$ cat src/dft_pkg.sv
// Shared types and constants for the fact table.
package dft_pkg;

  localparam int ROOT_W = 64;
  localparam int ID_W   = 32;
  localparam int KIND_W = 3;
  localparam int TIME_W = 64;
  localparam int CONF_W = 18;
  localparam int VAL_W  = 41;
  localparam int STAT_W = 3;
  localparam int CNT_W  = 8;
  localparam int REV_W  = 32;

  localparam logic [STAT_W-1:0] ST_STORED  = 3'd0;
  localparam logic [STAT_W-1:0] ST_DUP     = 3'd1;
  localparam logic [STAT_W-1:0] ST_RETIRED = 3'd2;
  localparam logic [STAT_W-1:0] ST_INVALID = 3'd3;
  localparam logic [STAT_W-1:0] ST_FUTURE  = 3'd4;

  localparam logic [CONF_W-2:0] CONF_ONE_Q16   = 17'd65536;
  localparam logic [VAL_W-2:0]  CLOTH_LIMIT_Q8 = 40'd512;
  localparam logic [VAL_W-2:0]  OTHER_LIMIT_Q8 = 40'd256000000000;

  localparam logic [KIND_W-1:0] CLOTHING_RESET = 3'd1;

  typedef struct packed {
    logic [ROOT_W-1:0] root;
    logic [ID_W-1:0]   subject;
    logic [KIND_W-1:0] kind;
    logic [ID_W-1:0]   object;
  } entry_t;

  typedef struct packed {
    logic   valid;
    entry_t key;
  } slot_t;

endpackage

$ cat src/dft_cell.sv
// One table slot in the rotating ring of entries.
module dft_cell (
  input  logic            clk,
  input  logic            rst,
  input  logic            shift,
  input  dft_pkg::slot_t  slot_in,
  output dft_pkg::slot_t  slot_out
);

  logic            valid;
  dft_pkg::entry_t key;

  always_ff @(posedge clk) begin
    if (rst) begin
      valid <= 1'b0;
    end else if (shift) begin
      valid <= slot_in.valid;
    end
  end

  always_ff @(posedge clk) begin
    if (shift) begin
      key <= slot_in.key;
    end
  end

  assign slot_out.valid = valid;
  assign slot_out.key   = key;

endmodule
$ cat config.mk
export PLATFORM = sky130hd
export DESIGN_NAME = dft_cell
export DESIGN_NICKNAME = d
export VERILOG_FILES = /design/src/dft_pkg.sv /design/src/dft_cell.sv
export SDC_FILE = /design/constraint.sdc
export NUM_CORES = 1
export LEC_CHECK = 0
export ABC_CLOCK_PERIOD_IN_PS = 850
export BUFFER_PORTS_ARGS = -buffer_cell sky130_fd_sc_hd__clkbuf_2
export CORE_MARGIN = 1.5
export CORE_UTILIZATION = 24
export DETAILED_ROUTE_END_ITERATION = 12
export PLACE_DENSITY_LB_ADDON = 0.25
export REMOVE_ABC_BUFFERS = 1
export SYNTH_ARGS = -nofsm -noshare
export SYNTH_HDL_FRONTEND = slang
export SYNTH_SLANG_ARGS = --single-unit
$ cat constraint.sdc
create_clock -name clk -period 0.85 [get_ports clk]
set_input_delay 0.17 -clock clk [delete_from_list [all_inputs] [get_ports clk]]
set_output_delay 0.17 -clock clk [all_outputs]
set_load 0.01 [all_outputs]
==> results of run 1 <==
-- metrics by stage --
| stage | std cells | hold slack [ns] |
|---|---|---|
| floorplan | 134 | 0.2424 |
| global placement | 620 | 0.3471 |
| detailed placement | 620 | 0.3466 |
-- Yosys cell counts --
master and instances:
buf_4 1, edfxtp_1 131, nor2_1 1, mux2i_1 1
dfxtp_1 1
-- cells by family after synthesis --
family                 synth area share
AND/OR/NAND/NOR               0.0009434
flip-flops                       0.9946
multiplexers                   0.002518
buffers and inverters          0.001889
==> run metrics, run 1 <==
dpl cell area=5627 sq um; Distinct cells, synth=5; gpl congestion=0.7150; CTS Hold Buffers Added=131; sequential area share after synthesis=0.9946; area leader, netlist=edfxtp_1; CTS max path bufs=2; I/O pin count=267; Stopped at=clock tree synthesis; CTS buffer count=17; First Err=[ERROR RSZ-0060] Max buffer count reached.; Synth area leaders=edfxtp_1, dfxtp_1, mux2i_1; # rows=46; Setup Fix Bufs, Post-CTS=0; Avg Cell Area, Syn=29.44 sq um; # port buffers=266; Sink Count=132; total of warnings raised by yosys=0; chip height=131.7 um; Post-Syn Instances=135; Initial Util=0.2475; post-cts resize count=1; die width=131.7 um; DP HPWL=7.331 mm; Place WS=-0.1253 ns; CTS root buf=clkbuf_16; status=stopped before the end; htree depth=4; synthesized cell area=3975 sq um; post-synthesis register bit count=132; top-area cell type share of the netlist area=0.9896
==> run 2, diff against run 1 <==
CORE_UTILIZATION = 20   (was 24)
PLACE_DENSITY_LB_ADDON = 0.15   (was 0.25)
==> run metrics, run 2 <==
ys async rst share=0; # port buffers=266; sequential area share after synthesis=0.9946; die width=144.0 um; Largest register FFs=131; final setup fails=132; max-cap violations=0; Distinct cells, synth=5; hold crit path type=input pin to flip-flop; Area Overhead vs Synth=92.19%; grt ovf=0; crit-path cells=clkbuf_2; WL/cell=13.54 um; DP HPWL=8.146 mm; post-layout total power=0.01681 W; Initial Util=0.2042; Switching Power=0.003759 W; Top delay family on crit path=flip-flops; vias per cell=3.587; number of enable flip-flop cells after synthesis=131; Place WS=-0.1707 ns; htree depth=4; worst r2r src=valid; CP required=0.68 ns; CTS max path bufs=2; CTS buffer count=17; Post-synth top cells=edfxtp_1, buf_4, dfxtp_1, mux2i_1, nor2_1; post-route ant nets=0; status=finished, violations left; setup TNS=-30.53 ns; post-synthesis register bit count=132; most frequent cells in the layout=clkbuf_2, dlygate4sd3_1, edfxtp_1, clkbuf_16; switching share of power=0.2236; Hold Crit Start=shift; Layout Skew=0 ns; DRC violation total after the first TritonRoute iteration=120; Worst Reg-to-Reg Cells=2; commonest non-fill, non-tap cell in the layout=clkbuf_2; worst endpoint data arrival time=0.94 ns; peak supply drop=1262 uV; post-layout min period=1.115 ns; Critical Path Max Stage Delay=0.38 ns; drt pass-1 iters=4; Post-Syn Instances=135; most frequent cell after synthesis=edfxtp_1; drt total wl=11.34 mm; placed cell count=672; Final Hold Viols=0; chip height=144.0 um; Tot GR Track Use=0.1089; Skew-Pair Late Insertion Delay=0.41 ns; end point of the worst hold path=valid; Pint=0.01305 W; # fillers=1,838; leak pwr=3.281 nW; Synth area leaders=edfxtp_1, dfxtp_1, mux2i_1; period utilisation layout=1.311; achievable frequency=897.2 MHz; Gate power share=0.105; Synth Flop Type=edfxtp_1; total of warnings raised by yosys=0; initial antenna violation count=0; worst slew pin tran=0.2422 ns; non-filler cells, final=837; CTS root buf=clkbuf_16; Clock transition at path regs=0.06 ns; setup ws final=-0.2646 ns; crit start category=flip-flop; antenna cells=0; final hold slack=0.2573 ns; Avg Cell Area, Syn=29.44 sq um; slowest stage cell, crit path=edfxtp_1; vias in the first global route=3,272; via count=3,002; RSZ-0062 raised after global routing=true; CORE AREA=19,460 sq um; synthesized cell area=3975 sq um; hold path depth=4; gpl congestion=0.6991; # rows=51; critical path type=flip-flop to output pin; first-pass GRT wire length=16.44 mm; Clk network pwr share=0.427; top-area cell type share of the netlist area=0.9896; R2R setup slack=0.26 ns; CTS tree=yes; I/O pin count=267; Pwr Density=2200 nW/um^2; full die area=20,730 sq um; Slew Limit Headroom=0.8385; Residual DRC=0; largest net degree at the start of global routing=43; Reg power frac=0.468; CP bufs+invs=1; Final Max Slew Viols=0; CP Max Fanout=1; crit path capture type=output pin; Nets=694; Sink Count=132; R2R Path End=valid; failing checks=setup timing; area leader, netlist=edfxtp_1; fraction of layout cells with a size suffix above 1=0.5280
run 2: worst max-delay path by stage:
stage                  from       endpoint  slack [ns]  cells past startpoint
3_5_place_dp          shift   slot_out[18]       -0.17                      2
5_1_grt        slot_out[12]   slot_out[12]       -0.32                      1
6_report       slot_out[65]   slot_out[65]       -0.26                      1
4_1_cts        slot_out[12]   slot_out[12]       -0.31                      1
2_1_floorplan         valid          valid        0.26                      2
3_3_place_gp          shift  slot_out[100]       -0.16                      2
run 2: tightest hold or removal path, cell delays in order:
cell and delay (ns):
buf_4 0.19, buf_4 0.14, mux2i_1 0.06, nor2_1 0.07
run 2: cell type report:
class,count,area (sq um),area share
Sequential cell,132,3955,0.5177
Timing Repair Buffer,406,2761,0.3614
Clock buffer,18,429.2,0.05617
Tap cell,265,331.6,0.04340
Clock inverter,14,148.9,0.01949
Multi-Input combinational cell,2,13.76,0.001802
run 2: timing repair:
action / 4_1_cts / 5_1_grt
endpoints found under the setup margin: 132 / 132
hold endpoints to repair: 132 / 0
hold buffers: 133 / 0
setup buffers: 0 / 0
gates resized for setup: 1 / 4
run 2: routing by layer:
metal	track usage	wire length [um]
met1	0.1100	4052
met2	0.1853	5922
met3	0.05298	1058
met4	0.05747	304
met5	0	0
run 2: power by group through the flow:
| stage | Sequential (W) | Combinational (W) | Clock [W] |
|---|---|---|---|
| floorplan | 0.00829 | 0.00000397 | 0 |
| global placement | 0.00800 | 0.00130 | 0 |
| detailed placement | 0.00801 | 0.00130 | 0 |
| CTS | 0.00788 | 0.00179 | 0.00741 |
| global route | 0.00793 | 0.00191 | 0.00769 |
| finish | 0.00787 | 0.00177 | 0.00717 |
run 2: kinds of logic after synthesis:
kind of cell	count (synthesis)	share of synthesized area
and+or+nand+nor	1	0.0009434
DFF	132	0.9946
buffers and inverters	1	0.001889
muxes	1	0.002518
run 2: metrics by stage:
stage | cell area [sq um] | utilization
2_1_floorplan | 3968 | -
3_3_place_gp | 5723 | 0.2941
3_5_place_dp | 5723 | 0.2941
4_1_cts | 7634 | 0.3922
5_1_grt | 7640 | 0.3925
6_report | 7640 | 0.3925
(Power assumes the default switching activity.)
==> run 3, diff against run 2 <==
BUFFER_PORTS_ARGS = default   (was -buffer_cell sky130_fd_sc_hd__clkbuf_2)
DONT_BUFFER_PORTS = 1   (was default)
TNS_END_PERCENT = 100   (was default)
==> run metrics, run 3 <==
CTS buffer count=17; most frequent cell after synthesis=edfxtp_1; synthesized cell area=3975 sq um; # port buffers=0; I/O pin count=267; die width=144.0 um; chip height=144.0 um; number of enable flip-flop cells after synthesis=131; area leader, netlist=edfxtp_1; status=stopped before the end; Post-synth top cells=edfxtp_1, buf_4, dfxtp_1, mux2i_1, nor2_1; sequential area share after synthesis=0.9946; placed cell count=399; total of warnings raised by yosys=0; htree depth=4; gpl congestion=0.6735; Place WS=0.1677 ns; ys async rst share=0; Stopped at=clock tree synthesis; Distinct cells, synth=5; First Err=[ERROR RSZ-0060] Max buffer count reached.; Setup Fix Bufs, Post-CTS=0; Synth Flop Type=edfxtp_1; Post-Syn Instances=135; Initial Util=0.2042; # rows=51; CTS root buf=clkbuf_16; post-cts resize count=1; post-synthesis register bit count=132; Sink Count=132; top-area cell type share of the netlist area=0.9896; Avg Cell Area, Syn=29.44 sq um; CTS max path bufs=2; CTS Hold Buffers Added=101; Synth area leaders=edfxtp_1, dfxtp_1, mux2i_1
run 3: cell counts after synthesis:
Identical to the previous run, type by type.
run 3: per-stage QoR:
stage / util / area, sq um
2_1_floorplan: - / 3968
3_3_place_gp: 0.2209 / 4299
3_5_place_dp: 0.2209 / 4299
run 3: cells by family after synthesis:
kind of cell,after synthesis,synth area share
and+or+nand+nor,1,0.0009434
buffers and inverters,1,0.001889
DFF,132,0.9946
muxes,1,0.002518
